### config.mk
export PLATFORM = sky130hd
export DESIGN_NAME = multi_slot_tick_timer_table_top
export DESIGN_NICKNAME = d
export VERILOG_FILES = /design/src/design/mstt_pkg.sv /design/src/design/mstt_ram.sv /design/src/design/mstt_out.sv /design/src/design/mstt_seq.sv /design/src/design/multi_slot_tick_timer_table_top.sv
export SDC_FILE = /design/constraint.sdc
export NUM_CORES = 1
export LEC_CHECK = 0
export ABC_CLOCK_PERIOD_IN_PS = 6100
export CELL_PAD_IN_SITES_DETAIL_PLACEMENT = 2
export CELL_PAD_IN_SITES_GLOBAL_PLACEMENT = 2
export CORE_ASPECT_RATIO = 1.5
export CORE_MARGIN = 3
export CORE_UTILIZATION = 50
export DETAILED_ROUTE_END_ITERATION = 6
export DONT_BUFFER_PORTS = 1
export GPL_ROUTABILITY_DRIVEN = 0
export PLACE_DENSITY = 0.85
export SYNTH_ARGS = -nofsm -noshare
export SYNTH_HDL_FRONTEND = slang
export SYNTH_HIERARCHICAL = 1
export SYNTH_SLANG_ARGS = --single-unit
### constraint.sdc
create_clock -name clk -period 6.1 [get_ports clk]
set_input_delay 0.305 -clock clk [delete_from_list [all_inputs] [get_ports clk]]
set_output_delay 0.305 -clock clk [all_outputs]
set_load 0.02 [all_outputs]
### src/design/mstt_pkg.sv
`default_nettype none
package mstt_pkg;

    localparam int NUM_SLOTS_DEF = 16;
    localparam int TICK_W        = 32;
    localparam int SLOT_W        = 4;
    localparam int KIND_W        = 3;
    localparam int REQ_W         = 2;

    typedef enum logic [REQ_W-1:0] {
        REQ_TICK     = 2'd0,
        REQ_ONESHOT  = 2'd1,
        REQ_PERIODIC = 2'd2,
        REQ_CLEAR    = 2'd3
    } req_t;

    typedef enum logic [KIND_W-1:0] {
        KIND_GRANT  = 3'd0,
        KIND_REJECT = 3'd1,
        KIND_FIRE   = 3'd2,
        KIND_IDLE   = 3'd3,
        KIND_CLEAR  = 3'd4
    } kind_t;

    typedef struct packed {
        kind_t              kind;
        logic [SLOT_W-1:0]  slot;
        logic [TICK_W-1:0]  uptime;
        logic               last;
    } res_t;

endpackage
`default_nettype wire

### src/design/mstt_ram.sv
`default_nettype none
module mstt_ram #(
    parameter int WIDTH = 32,
    parameter int DEPTH = 16
) (
    input  wire logic                     clk,
    input  wire logic                     we,
    input  wire logic [$clog2(DEPTH)-1:0] waddr,
    input  wire logic [WIDTH-1:0]         wdata,
    input  wire logic                     re,
    input  wire logic [$clog2(DEPTH)-1:0] raddr,
    output logic      [WIDTH-1:0]         rdata
);

    logic [WIDTH-1:0] mem [DEPTH];

    always_ff @(posedge clk)
    begin
        if (we)
        begin
            mem[waddr] <= wdata;
        end
        if (re)
        begin
            rdata <= mem[raddr];
        end
    end

endmodule
`default_nettype wire

### src/design/mstt_out.sv
`default_nettype none
module mstt_out (
    input  wire logic                           clk,
    input  wire logic                           rst_n,
    input  wire logic                           push,
    input  wire mstt_pkg::res_t                 push_res,
    output logic                                free,
    output logic                                out_valid,
    input  wire logic                           out_ready,
    output logic [mstt_pkg::KIND_W-1:0]         result_kind,
    output logic [mstt_pkg::SLOT_W-1:0]         result_slot,
    output logic [mstt_pkg::TICK_W-1:0]         uptime,
    output logic                                last
);

    logic           valid_reg;
    mstt_pkg::res_t res_reg;

    assign free        = !valid_reg || out_ready;
    assign out_valid   = valid_reg;
    assign result_kind = res_reg.kind;
    assign result_slot = res_reg.slot;
    assign uptime      = res_reg.uptime;
    assign last        = res_reg.last;

    always_ff @(posedge clk or negedge rst_n)
    begin
        if (!rst_n)
        begin
            valid_reg <= 1'b0;
        end
        else if (push)
        begin
            valid_reg <= 1'b1;
        end
        else if (out_ready)
        begin
            valid_reg <= 1'b0;
        end
    end

    always_ff @(posedge clk)
    begin
        if (push)
        begin
            res_reg <= push_res;
        end
    end

endmodule
`default_nettype wire

### src/design/mstt_seq.sv
`default_nettype none
module mstt_seq #(
    parameter int NUM_SLOTS = mstt_pkg::NUM_SLOTS_DEF
) (
    input  wire logic                         clk,
    input  wire logic                         rst_n,
    input  wire logic                         in_valid,
    output logic                              in_ready,
    input  wire logic [mstt_pkg::REQ_W-1:0]   req_type,
    input  wire logic [mstt_pkg::TICK_W-1:0]  period,
    input  wire logic [mstt_pkg::SLOT_W-1:0]  slot_id,
    input  wire logic                         out_free,
    output logic                              push,
    output mstt_pkg::res_t                    push_res
);

    localparam int IW = $clog2(NUM_SLOTS);
    localparam int SW = (IW > mstt_pkg::SLOT_W) ? IW : mstt_pkg::SLOT_W;
    localparam int TW = mstt_pkg::TICK_W;

    typedef enum logic [2:0] {S_IDLE, S_SCAN, S_FLUSH, S_FIND, S_PUSH} state_t;

    function automatic logic [mstt_pkg::SLOT_W-1:0] to_slot(input logic [IW-1:0] idx);
        logic [SW-1:0] ext;
        ext = SW'(idx);
        return ext[mstt_pkg::SLOT_W-1:0];
    endfunction

    state_t                        state_reg, state_next;
    logic [TW-1:0]                 tick_reg, tick_next;
    logic [NUM_SLOTS-1:0]          active_reg, active_next;
    logic [NUM_SLOTS-1:0]          periodic_reg, periodic_next;
    logic [IW:0]                   rd_idx_reg, rd_idx_next;
    logic                          pv_reg, pv_next;
    logic [IW-1:0]                 p_idx_reg, p_idx_next;
    logic                          pend_valid_reg, pend_valid_next;
    logic [IW-1:0]                 pend_slot_reg, pend_slot_next;
    logic [IW-1:0]                 f_idx_reg, f_idx_next;
    logic [TW-1:0]                 period_reg, period_next;
    logic                          mode_reg, mode_next;
    mstt_pkg::kind_t               hold_kind_reg, hold_kind_next;
    logic [mstt_pkg::SLOT_W-1:0]   hold_slot_reg, hold_slot_next;

    logic                          ram_re;
    logic [IW-1:0]                 ram_raddr;
    logic                          rem_we;
    logic [IW-1:0]                 rem_waddr;
    logic [TW-1:0]                 rem_wdata;
    logic                          rel_we;
    logic [TW-1:0]                 rem_rdata;
    logic [TW-1:0]                 rel_rdata;

    logic                          p_active;
    logic                          fire;
    logic                          stall;
    logic                          rd_more;

    mstt_ram #(.WIDTH(TW), .DEPTH(NUM_SLOTS)) u_rem_ram (
        .clk   (clk),
        .we    (rem_we),
        .waddr (rem_waddr),
        .wdata (rem_wdata),
        .re    (ram_re),
        .raddr (ram_raddr),
        .rdata (rem_rdata)
    );

    mstt_ram #(.WIDTH(TW), .DEPTH(NUM_SLOTS)) u_rel_ram (
        .clk   (clk),
        .we    (rel_we),
        .waddr (f_idx_reg),
        .wdata (period_reg),
        .re    (ram_re),
        .raddr (ram_raddr),
        .rdata (rel_rdata)
    );

    assign in_ready = (state_reg == S_IDLE);
    assign p_active = active_reg[p_idx_reg];
    assign fire     = pv_reg && p_active && (rem_rdata == TW'(1));
    assign stall    = fire && pend_valid_reg && !out_free;
    assign rd_more  = rd_idx_reg < (IW+1)'(NUM_SLOTS);

    always_comb
    begin
        state_next      = state_reg;
        tick_next       = tick_reg;
        active_next     = active_reg;
        periodic_next   = periodic_reg;
        rd_idx_next     = rd_idx_reg;
        pv_next         = pv_reg;
        p_idx_next      = p_idx_reg;
        pend_valid_next = pend_valid_reg;
        pend_slot_next  = pend_slot_reg;
        f_idx_next      = f_idx_reg;
        period_next     = period_reg;
        mode_next       = mode_reg;
        hold_kind_next  = hold_kind_reg;
        hold_slot_next  = hold_slot_reg;

        push            = 1'b0;
        push_res.kind   = mstt_pkg::KIND_IDLE;
        push_res.slot   = '0;
        push_res.uptime = tick_reg;
        push_res.last   = 1'b0;

        ram_re          = 1'b0;
        ram_raddr       = rd_idx_reg[IW-1:0];
        rem_we          = 1'b0;
        rem_waddr       = p_idx_reg;
        rem_wdata       = rem_rdata - TW'(1);
        rel_we          = 1'b0;

        unique case (state_reg)
            S_IDLE:
            begin
                if (in_valid)
                begin
                    unique case (mstt_pkg::req_t'(req_type))
                        mstt_pkg::REQ_TICK:
                        begin
                            tick_next       = tick_reg + TW'(1);
                            rd_idx_next     = '0;
                            pv_next         = 1'b0;
                            pend_valid_next = 1'b0;
                            state_next      = S_SCAN;
                        end
                        mstt_pkg::REQ_ONESHOT, mstt_pkg::REQ_PERIODIC:
                        begin
                            period_next = period;
                            mode_next   = (req_type == mstt_pkg::REQ_PERIODIC);
                            f_idx_next  = '0;
                            if (period == '0)
                            begin
                                hold_kind_next = mstt_pkg::KIND_REJECT;
                                hold_slot_next = '0;
                                state_next     = S_PUSH;
                            end
                            else
                            begin
                                state_next = S_FIND;
                            end
                        end
                        mstt_pkg::REQ_CLEAR:
                        begin
                            hold_slot_next = slot_id;
                            if (32'(slot_id) < 32'(NUM_SLOTS))
                            begin
                                for (int i = 0; i < NUM_SLOTS; i++)
                                begin
                                    if (32'(i) == 32'(slot_id))
                                    begin
                                        active_next[i]   = 1'b0;
                                        periodic_next[i] = 1'b0;
                                    end
                                end
                                hold_kind_next = mstt_pkg::KIND_CLEAR;
                            end
                            else
                            begin
                                hold_kind_next = mstt_pkg::KIND_REJECT;
                            end
                            state_next = S_PUSH;
                        end
                        default:
                        begin
                            state_next = S_IDLE;
                        end
                    endcase
                end
            end
            S_SCAN:
            begin
                if (!stall)
                begin
                    ram_re     = rd_more;
                    pv_next    = rd_more;
                    p_idx_next = rd_idx_reg[IW-1:0];
                    if (rd_more)
                    begin
                        rd_idx_next = rd_idx_reg + (IW+1)'(1);
                    end
                    if (pv_reg && p_active)
                    begin
                        rem_we = 1'b1;
                        if (fire)
                        begin
                            if (periodic_reg[p_idx_reg])
                            begin
                                rem_wdata = rel_rdata;
                            end
                            else
                            begin
                                active_next[p_idx_reg] = 1'b0;
                            end
                            if (pend_valid_reg)
                            begin
                                push          = 1'b1;
                                push_res.kind = mstt_pkg::KIND_FIRE;
                                push_res.slot = to_slot(pend_slot_reg);
                            end
                            pend_valid_next = 1'b1;
                            pend_slot_next  = p_idx_reg;
                        end
                    end
                    if (!pv_reg && !rd_more)
                    begin
                        state_next = S_FLUSH;
                    end
                end
            end
            S_FLUSH:
            begin
                if (out_free)
                begin
                    push          = 1'b1;
                    push_res.last = 1'b1;
                    if (pend_valid_reg)
                    begin
                        push_res.kind = mstt_pkg::KIND_FIRE;
                        push_res.slot = to_slot(pend_slot_reg);
                    end
                    pend_valid_next = 1'b0;
                    state_next      = S_IDLE;
                end
            end
            S_FIND:
            begin
                if (!active_reg[f_idx_reg])
                begin
                    rem_we                   = 1'b1;
                    rem_waddr                = f_idx_reg;
                    rem_wdata                = period_reg;
                    rel_we                   = 1'b1;
                    active_next[f_idx_reg]   = 1'b1;
                    periodic_next[f_idx_reg] = mode_reg;
                    hold_kind_next           = mstt_pkg::KIND_GRANT;
                    hold_slot_next           = to_slot(f_idx_reg);
                    state_next               = S_PUSH;
                end
                else if (f_idx_reg == IW'(NUM_SLOTS - 1))
                begin
                    hold_kind_next = mstt_pkg::KIND_REJECT;
                    hold_slot_next = '0;
                    state_next     = S_PUSH;
                end
                else
                begin
                    f_idx_next = f_idx_reg + IW'(1);
                end
            end
            S_PUSH:
            begin
                if (out_free)
                begin
                    push          = 1'b1;
                    push_res.kind = hold_kind_reg;
                    push_res.slot = hold_slot_reg;
                    push_res.last = 1'b1;
                    state_next    = S_IDLE;
                end
            end
            default:
            begin
                state_next = S_IDLE;
            end
        endcase
    end

    always_ff @(posedge clk or negedge rst_n)
    begin
        if (!rst_n)
        begin
            state_reg      <= S_IDLE;
            tick_reg       <= '0;
            active_reg     <= '0;
            periodic_reg   <= '0;
            rd_idx_reg     <= '0;
            pv_reg         <= 1'b0;
            pend_valid_reg <= 1'b0;
            f_idx_reg      <= '0;
        end
        else
        begin
            state_reg      <= state_next;
            tick_reg       <= tick_next;
            active_reg     <= active_next;
            periodic_reg   <= periodic_next;
            rd_idx_reg     <= rd_idx_next;
            pv_reg         <= pv_next;
            pend_valid_reg <= pend_valid_next;
            f_idx_reg      <= f_idx_next;
        end
    end

    always_ff @(posedge clk)
    begin
        p_idx_reg     <= p_idx_next;
        pend_slot_reg <= pend_slot_next;
        period_reg    <= period_next;
        mode_reg      <= mode_next;
        hold_kind_reg <= hold_kind_next;
        hold_slot_reg <= hold_slot_next;
    end

endmodule
`default_nettype wire

### src/design/multi_slot_tick_timer_table_top.sv
// channel | handshake            | words
// --------+----------------------+------------------------------------------
// in      | in_valid / in_ready  | req_type, period, slot_id
// out     | out_valid / out_ready| result_kind, result_slot, uptime, last
//
// a tick walks the slots through the countdown memory, one slot per cycle
// unless the output stalls it; a set scans for the lowest free slot; a
// clear or a zero-period set goes straight to its result word
// reset clears the active bits and the uptime at once, no clearing pass
// a full output register holds the slot walk until the pending word is taken
`default_nettype none
module multi_slot_tick_timer_table_top #(
    parameter int NUM_SLOTS = mstt_pkg::NUM_SLOTS_DEF
) (
    input  wire logic                         clk,
    input  wire logic                         rst_n,
    input  wire logic                         in_valid,
    output logic                              in_ready,
    input  wire logic [mstt_pkg::REQ_W-1:0]   req_type,
    input  wire logic [mstt_pkg::TICK_W-1:0]  period,
    input  wire logic [mstt_pkg::SLOT_W-1:0]  slot_id,
    output logic                              out_valid,
    input  wire logic                         out_ready,
    output logic [mstt_pkg::KIND_W-1:0]       result_kind,
    output logic [mstt_pkg::SLOT_W-1:0]       result_slot,
    output logic [mstt_pkg::TICK_W-1:0]       uptime,
    output logic                              last
);

    logic           push;
    logic           out_free;
    mstt_pkg::res_t push_res;

    mstt_seq #(.NUM_SLOTS(NUM_SLOTS)) u_seq (
        .clk      (clk),
        .rst_n    (rst_n),
        .in_valid (in_valid),
        .in_ready (in_ready),
        .req_type (req_type),
        .period   (period),
        .slot_id  (slot_id),
        .out_free (out_free),
        .push     (push),
        .push_res (push_res)
    );

    mstt_out u_out (
        .clk         (clk),
        .rst_n       (rst_n),
        .push        (push),
        .push_res    (push_res),
        .free        (out_free),
        .out_valid   (out_valid),
        .out_ready   (out_ready),
        .result_kind (result_kind),
        .result_slot (result_slot),
        .uptime      (uptime),
        .last        (last)
    );

endmodule
`default_nettype wire

==> run_results.csv, run 1 <==
group,metric,value,unit
synthesis,syn-num-nets,2566,
timing,hold_violations,0,
synthesis,synth.top_cell.area_share,71.81,%
finish,nFillCells,7833,
timing,maxSlewHeadroom,-1.649,%
power,p_total,26480,uW
synthesis,ys_top_cells_by_area,"edfxtp_1, mux4_2, dfrtp_1, a22oi_1, nand2_1",
floorplanning,core,97220,um2
setup_path,r2r_setup_slack,0.004,ns
global_routing,grt_util_met3,7.479,%
synthesis,ys_seq_elements,1254,
synthesis,ys_types,67,
min_path,hold_class,"in2reg",
detailed_routing,via_count,29400,
synthesis,syn_area_per_cell,19.56,um2
detailed_routing,ant_nets,0,
global_routing,grt_use_total,37.83,%
global_routing,grt_overflow,0,
detailed_routing,initialDrtViolationCount,4576,
timing,setup_viol,0,
timing,drv_slew,33,
finish,drive_gt1_share,21.55,%
clocking,clk_latency,0.75,ns
clocking,cts_sinks,1254,
clocking,post-cts-setup-buffer-count,0,
timing,fin_crit,6.096,ns
power,p_per_area,479.0,nW/um2
synthesis,yosys_warnings,6,
timing,fmax,164.1,MHz
timing,finalClockSkew,0.03705,ns
floorplanning,die_h,389.9,um
clocking,max-clock-path-buffers,3,
timing,finalSetupTns,0,ns
detailed_routing,firstDrtPassIters,6,
outcome,violations,"capacitance limit, slew limit",
global_routing,grt_pass1_vias,30670,
place,dp_slack,0.3292,ns
synthesis,yosys_most_used_dff,"edfxtp_1",
finish,nets,2663,
synthesis,syn_inst,2512,
floorplanning,initial_core_util,50.54,%
setup_path,worstSetupPathType,"reg2reg",
synthesis,ys_async_sr_fraction,6.300,%
detailed_routing,routedWlPerCell,47.47,um
clocking,cts_made_buffers,112,
synthesis,synth.most_common_cell,"edfxtp_1",
synthesis,syn_area,49130,um2
global_routing,grt_pass1_wl,265700,um
global_routing,antenna_found_initial,14,
timing,layout_setup_ws,0.004420,ns
power,p_leak,0.01747,uW
place,hpwl,97950,um
setup_path,worst_ep_required_time,6.44,ns
place,portBuffers,0,
floorplanning,die_x,262.0,um
detailed_routing,finalWirelength,189200,um
setup_path,end_kind,"flop",
finish,reg_top3,"u_seq/u_rel_ram/mem x512, u_seq/u_rem_ram/mem x512",
setup_path,crit_path_start_kind,"flop",
clocking,h-tree-depth,3,
synthesis,synth_top_area_cell,"edfxtp_1",
timing,worst_slew_pin_slew,1.521,ns
synthesis,synth_commonest_cells,"edfxtp_1, mux4_2, a22oi_1",
job,cap_violations,1,
synthesis,synth_edf_count,1175,
global_routing,grt.busiest_layer,"met2",
setup_path,crit_fanout,32,
power,peakVddDrop,290.0,uV
finish,syn_to_final_growth,12.51,%
timing,rsz0062_at_grt,"no",
timing,min_period_over_period,99.93,%
global_routing,grt.met1_usage,47.06,%
synthesis,ys_seq_area_share,75.84,%
clocking,cts-root-buf,"clkbuf_16",
detailed_routing,vias_per_cell,7.375,
detailed_routing,drc,0,
outcome,status,"finished with violations",
global_routing,grt_max_degree,118,
global_routing,grt_util_met2,63.28,%
floorplanning,io_pins,84,
floorplanning,fp.dieArea,102100,um2
setup_path,worstPathArrival,6.44,ns
clocking,tritoncts,"done",
clocking,clk_pin_slew,0.08,ns
floorplanning,rows,140,
-- metrics by stage --
step	util, %	hold WS (ns)	instances	cell area, um2
global route	56.84	0.07601	3979	55260
global placement	52.42	0.01217	3727	50960
CTS	56.79	0.0003738	3974	55210
floorplan	-	0.009409	2512	49130
finish	56.86	0.1224	3986	55280
detailed placement	52.42	0.01168	3727	50960
-- cells in the final DEF (no fill, tap or decap), types with 5 or more instances in the layout --
| cell | netlist | final |
|---|---|---|
| clkbuf_16 | 0 | 114 |
| nand2_1 | 142 | 142 |
| ha_1 | 12 | 12 |
| nand2b_1 | 14 | 14 |
| diode_2 | 0 | 7 |
| o21ai_1 | 10 | 10 |
| nand4_1 | 8 | 8 |
| mux2i_1 | 8 | 8 |
| edfxtp_1 | 1175 | 1175 |
| nor4_1 | 17 | 17 |
| nor3_1 | 30 | 22 |
| nand3b_1 | 10 | 10 |
| a32o_1 | 7 | 7 |
| xnor2_1 | 43 | 43 |
| buf_4 | 19 | 67 |
| and2_1 | 12 | 10 |
| o21ai_0 | 79 | 75 |
| a22oi_1 | 160 | 160 |
| dfrtp_1 | 79 | 77 |
| nor2b_1 | 9 | 5 |
| inv_1 | 22 | 21 |
| dlygate4sd3_1 | 0 | 40 |
| o21ai_2 | 1 | 5 |
| a21oi_1 | 25 | 25 |
| nor3_2 | 0 | 8 |
| o31ai_1 | 18 | 18 |
| clkinv_1 | 0 | 20 |
| or3_1 | 13 | 13 |
| bufinv_16 | 0 | 19 |
| clkbuf_1 | 60 | 13 |
| xor2_1 | 21 | 21 |
| nor2_4 | 0 | 27 |
| clkinvlp_4 | 0 | 7 |
| and3_1 | 13 | 13 |
| nor2_1 | 83 | 56 |
| nand3_1 | 35 | 35 |
| clkinv_2 | 0 | 24 |
| mux4_2 | 267 | 267 |
| a31oi_1 | 11 | 11 |
-- per-layer routing --
layer / share of wire [%] / wire length [um] / vias to the layer above
li1: - / - / 10500
met5: 0.057 / 108 / -
met4: 6.6 / 12520 / 14
met2: 50 / 94940 / 2370
met3: 8.4 / 15830 / 733
met1: 35 / 65820 / 15780
-- worst max-delay path, stage by stage, from the launching register on --
cell and delay (ns):
dfrtp_1 0.97, inv_1 0.39, nor2_1 0.58, and2_1 0.48, nand2_1 0.44, inv_2 0.51
nand2_1 0.16, o21ai_0 0.55, nand2b_1 0.63, nor2_4 0.27, buf_4 0.68
-- timing repair --
| action | in CTS | in global routing |
|---|---|---|
| gates resized for setup | 0 | 1 |
| endpoints found under the setup margin | 0 | 58 |
| hold buffers | 41 | 0 |
| hold endpoints to repair | 118 | 0 |
-- power by group --
| part | switching [uW] | total [uW] | internal (uW) |
|---|---|---|---|
| Clock | 3690 | 7960 | 4270 |
| Sequential | 1030 | 11900 | 10800 |
| Combinational | 4440 | 6660 | 2220 |
| Total | 9160 | 26500 | 17300 |
-- worst paths after layout --
| check | depth (start not counted) | to | startpoint |
|---|---|---|---|
| worst max-delay path | 10 | u_seq/u_rem_ram/mem[1][23]$_DFFE_PP_ | u_seq/state_reg[0]$_DFFE_PN0P_ |
| worst min-delay path | 3 | u_seq/tick_reg[2]$_DFFE_PN0P_ | in_valid |
| worst max register to register | 10 | u_seq/u_rem_ram/mem[1][23]$_DFFE_PP_ | u_seq/state_reg[0]$_DFFE_PN0P_ |
| worst min register to register | 0 | u_out/uptime[31]$_DFFE_PP_ | u_seq/tick_reg[31]$_DFFE_PN0P_ |
| max in group asynchronous | 2 | u_seq/rd_idx_reg[0]$_DFFE_PN0P_ | rst_n |
| min in group asynchronous | 2 | u_seq/active_reg[15]$_DFFE_PN0P_ | rst_n |
-- cell type report --
cell class                 instances  area [um2]  share of cell area [%]
clock inverter                    76       878.3                   1.589
antenna                            7       17.52                 0.03169
clock buffer                     130        2943                   5.323
multi-input combinational       1107       11490                   20.79
timing repair buffer             112       998.5                   1.806
tap                             1278        1599                   2.893
inverter                          22       82.58                  0.1494
sequential                      1254       37270                   67.42
-- cells by family after synthesis --
family,count (synthesis),synth area share [%]
fa+ha+maj,12,0.3056
simple gates,409,4.113
compound gates,342,4.721
buf+inv,152,1.390
mux,279,12.49
flops,1254,75.84
xor+xnor,64,1.141
No activity file was read; power rests on OpenSTA's default activity.
==> run 2, diff against run 1 <==
- ABC_CLOCK_PERIOD_IN_PS: 6100 -> 7800
- CORE_UTILIZATION: 50 -> 54
- PLACE_DENSITY: 0.85 -> 0.9
- SYNTH_HIERARCHICAL: 1 -> unset
- clock period: 6.1 -> 7.8 ns (I/O delays scaled with it)
==> run 2 against run 1 <==
  * The flow finishes with violations (DRC, capacitance limit, slew limit)
  * Clock skew grew 0.041 ns
  * Flip-flop and latch count is the same
  * Sequential power decreased by 20%
  * Critical endpoint is now u_seq.f_idx_reg[0]$_DFFE_PN0P_
  * Worst hold slack got worse by 0.069 ns
  * Clock power shrank 17%
  * Utilization up 4.6 points
  * Via count up 6.0%
  * Count of clock-buffer cells in the layout rose by 1
  * Cell area rose by 1.1%
==> run_results.csv, run 2 <==
group,metric,value,unit
outcome,status,"finished with violations",
outcome,violations,"DRC, capacitance limit, slew limit",
timing,maxSlewHeadroom,-30.02,%
setup_path,cp_slowest_cell,"o21ai_0",
synthesis,ys_async_sr_fraction,6.300,%
synthesis,syn_area,49730,um2
setup_path,worstPathCellList,"mux2_2 -> mux4_2 -> a32oi_2 -> nor2_1 -> o21ai_0 -> mux2_2",
synthesis,synth.top_cell.area_share,70.96,%
clocking,cts_sinks,1254,
power,p_total,21130,uW
timing,worst_slew_pin_slew,1.930,ns
detailed_routing,routedWlPerCell,57.12,um
detailed_routing,via_count,31170,
power,p_leak,0.01748,uW
synthesis,syn-num-nets,2473,
synthesis,yosys_most_used_dff,"edfxtp_1",
floorplanning,die_x,253.8,um
detailed_routing,ant_nets,0,
global_routing,grt_max_degree,123,
synthesis,syn_inst,2420,
setup_path,crit_top_cell,"mux2_2",
global_routing,grt_overflow,0,
floorplanning,io_pins,84,
setup_path,worstPathArrival,5.88,ns
place,portBuffers,0,
clocking,h-tree-depth,3,
timing,fin_crit,5.209,ns
detailed_routing,finalWirelength,215900,um
synthesis,ys_top_cells_by_area,"edfxtp_1, mux4_2, dfrtp_1, o221ai_2, nand2_1",
finish,syn_to_final_growth,12.41,%
timing,finalClockSkew,0.07801,ns
synthesis,yosys_warnings,0,
synthesis,synth.most_common_cell,"edfxtp_1",
timing,rsz0062_at_grt,"no",
timing,hold_violations,0,
clocking,clk_pin_slew,0.09,ns
setup_path,crit_path_start_kind,"flop",
synthesis,ys_types,78,
floorplanning,initial_core_util,54.72,%
clocking,max-clock-path-buffers,3,
finish,most-common-layout-cells,"edfxtp_1, mux4_2, clkbuf_16, nand2_1, dfrtp_1",
finish,layout_commonest_cell,"edfxtp_1",
setup_path,worst_ep_required_time,8.47,ns
finish,reg_top3,"u_seq.u_rel_ram.mem x512, u_seq.u_rem_ram.mem x512",
global_routing,grt_use_total,45.35,%
clocking,clk_latency,0.78,ns
timing,drv_slew,3,
detailed_routing,vias_per_cell,8.248,
floorplanning,die_h,377.7,um
timing,fmax,192.0,MHz
clocking,cts_made_buffers,113,
synthesis,syn_area_per_cell,20.55,um2
min_path,hold_class,"in2reg",
floorplanning,rows,135,
job,cap_violations,2,
detailed_routing,firstDrtPassIters,7,
timing,setup_viol,0,
finish,nFillCells,6932,
global_routing,grt_pass1_vias,30650,
clocking,cts-root-buf,"clkbuf_16",
clocking,cts_resized,0,
detailed_routing,initialDrtViolationCount,5880,
synthesis,synth_commonest_cells,"edfxtp_1, mux4_2, nand2_1",
power,peakVddDrop,300.3,uV
detailed_routing,drc,11,
setup_path,max_stage_delay,1.59,ns
global_routing,antenna_found_initial,31,
setup_path,crit_fanout,19,
global_routing,grt_pass1_wl,288400,um
timing,min_period_over_period,66.78,%
synthesis,ys_seq_elements,1254,
power,p_per_area,378.0,nW/um2
finish,drive_gt1_share,25.71,%
setup_path,worstSetupPathType,"reg2reg",
place,hpwl,105600,um
synthesis,ys_seq_area_share,74.93,%
setup_path,end_kind,"flop",
floorplanning,core,90870,um2
finish,nets,2554,
clocking,tritoncts,"done",
synthesis,synth_edf_count,1175,
floorplanning,fp.dieArea,95840,um2
synthesis,synth_top_area_cell,"edfxtp_1",
timing,finalSetupTns,0,ns
run 2: cell types whose count changed after synthesis, moves of 12 or more:
cell,change
a21oi_1,+22
a22oi_1,-159
buf_2,-22
buf_4,-19
clkbuf_1,+26
inv_1,+31
mux4_2,+59
nand2_1,-31
nand4_1,+16
nor3_1,-12
o21ai_0,-60
o221ai_2,+31
o31ai_1,-13
run 2: report_power, final:
group | internal, uW | total [uW] | switching [uW]
Combinational | 1710 | 5000 | 3290
Clock | 3450 | 6640 | 3190
Sequential | 8510 | 9490 | 973
Total | 13700 | 21100 | 7450
run 2: worst paths after layout:
path                                                start                                 to  slack (ns)  cells past startpoint
min                                           req_type[0]           u_seq.mode_reg$_DFFE_PP_        0.05                      2
min in group asynchronous                           rst_n  u_seq.periodic_reg[7]$_DFFE_PN0P_        0.27                      2
min reg2reg                u_seq.tick_reg[30]$_DFFE_PN0P_         u_out.uptime[30]$_DFFE_PP_        0.47                      0
max reg2reg                u_seq.f_idx_reg[1]$_DFFE_PN0P_     u_seq.f_idx_reg[0]$_DFFE_PN0P_        2.59                      6
max in group asynchronous                           rst_n    u_seq.rd_idx_reg[3]$_DFFE_PN0P_        7.10                      2
max                        u_seq.f_idx_reg[1]$_DFFE_PN0P_     u_seq.f_idx_reg[0]$_DFFE_PN0P_        2.59                      6
run 2: cell families after synthesis:
family                     after synthesis  share of synthesized area (%)
xor gates and xnor gates                61                          1.074
buffers and inverters                  180                          1.495
adders and majority gates               11                         0.2768
DFF                                   1254                          74.93
and+or+nand+nor                        370                          3.772
AOI/OAI and AO/OA                      199                          3.279
muxes                                  345                          15.17
run 2: metal layers:
layer  global-route usage [%]  routed length [um]  up-vias
met5                        0                 156        -
met4                    27.96               18000       24
li1                         -                   -    10190
met2                    71.46              101400     3707
met1                    56.27               68180    16200
met3                    12.35               28130     1054
run 2: area by class of cell:
| type | instances | area [um2] | share of cell area (%) |
|---|---|---|---|
| clock inverter | 81 | 1066 | 1.907 |
| clock buffer | 131 | 2917 | 5.218 |
| multi-input combinational | 986 | 12090 | 21.63 |
| inverter | 56 | 211.5 | 0.3783 |
| antenna | 17 | 42.54 | 0.07611 |
| sequential | 1254 | 37280 | 66.69 |
| tap | 1164 | 1456 | 2.606 |
| timing repair buffer | 90 | 835.8 | 1.495 |
run 2: timing repair:
item,CTS,global route
hold buffers,39,0
setup buffers,0,0
hold endpoints to repair,116,0
run 2: stage by stage:
step | hold slack, ns | setup WS (ns) | utilization (%) | instance area, um2 | std cells
floorplan | 0.09441 | 2.827 | - | 49730 | 2420
global placement | 0.09764 | 3.710 | 56.57 | 51410 | 3509
detailed placement | 0.09660 | 3.159 | 56.57 | 51410 | 3509
CTS | 0.05783 | 2.994 | 61.40 | 55800 | 3760
global route | 0.04875 | 2.902 | 61.46 | 55850 | 3763
finish | 0.05336 | 2.591 | 61.51 | 55890 | 3779
run 2: worst max-delay path, delay by kind of cell, from the launching register on:
kind	cells	cell delay (ns)
mux	3	1.52
simple gates	1	0.38
compound gates	2	2.10
flops	1	1.12
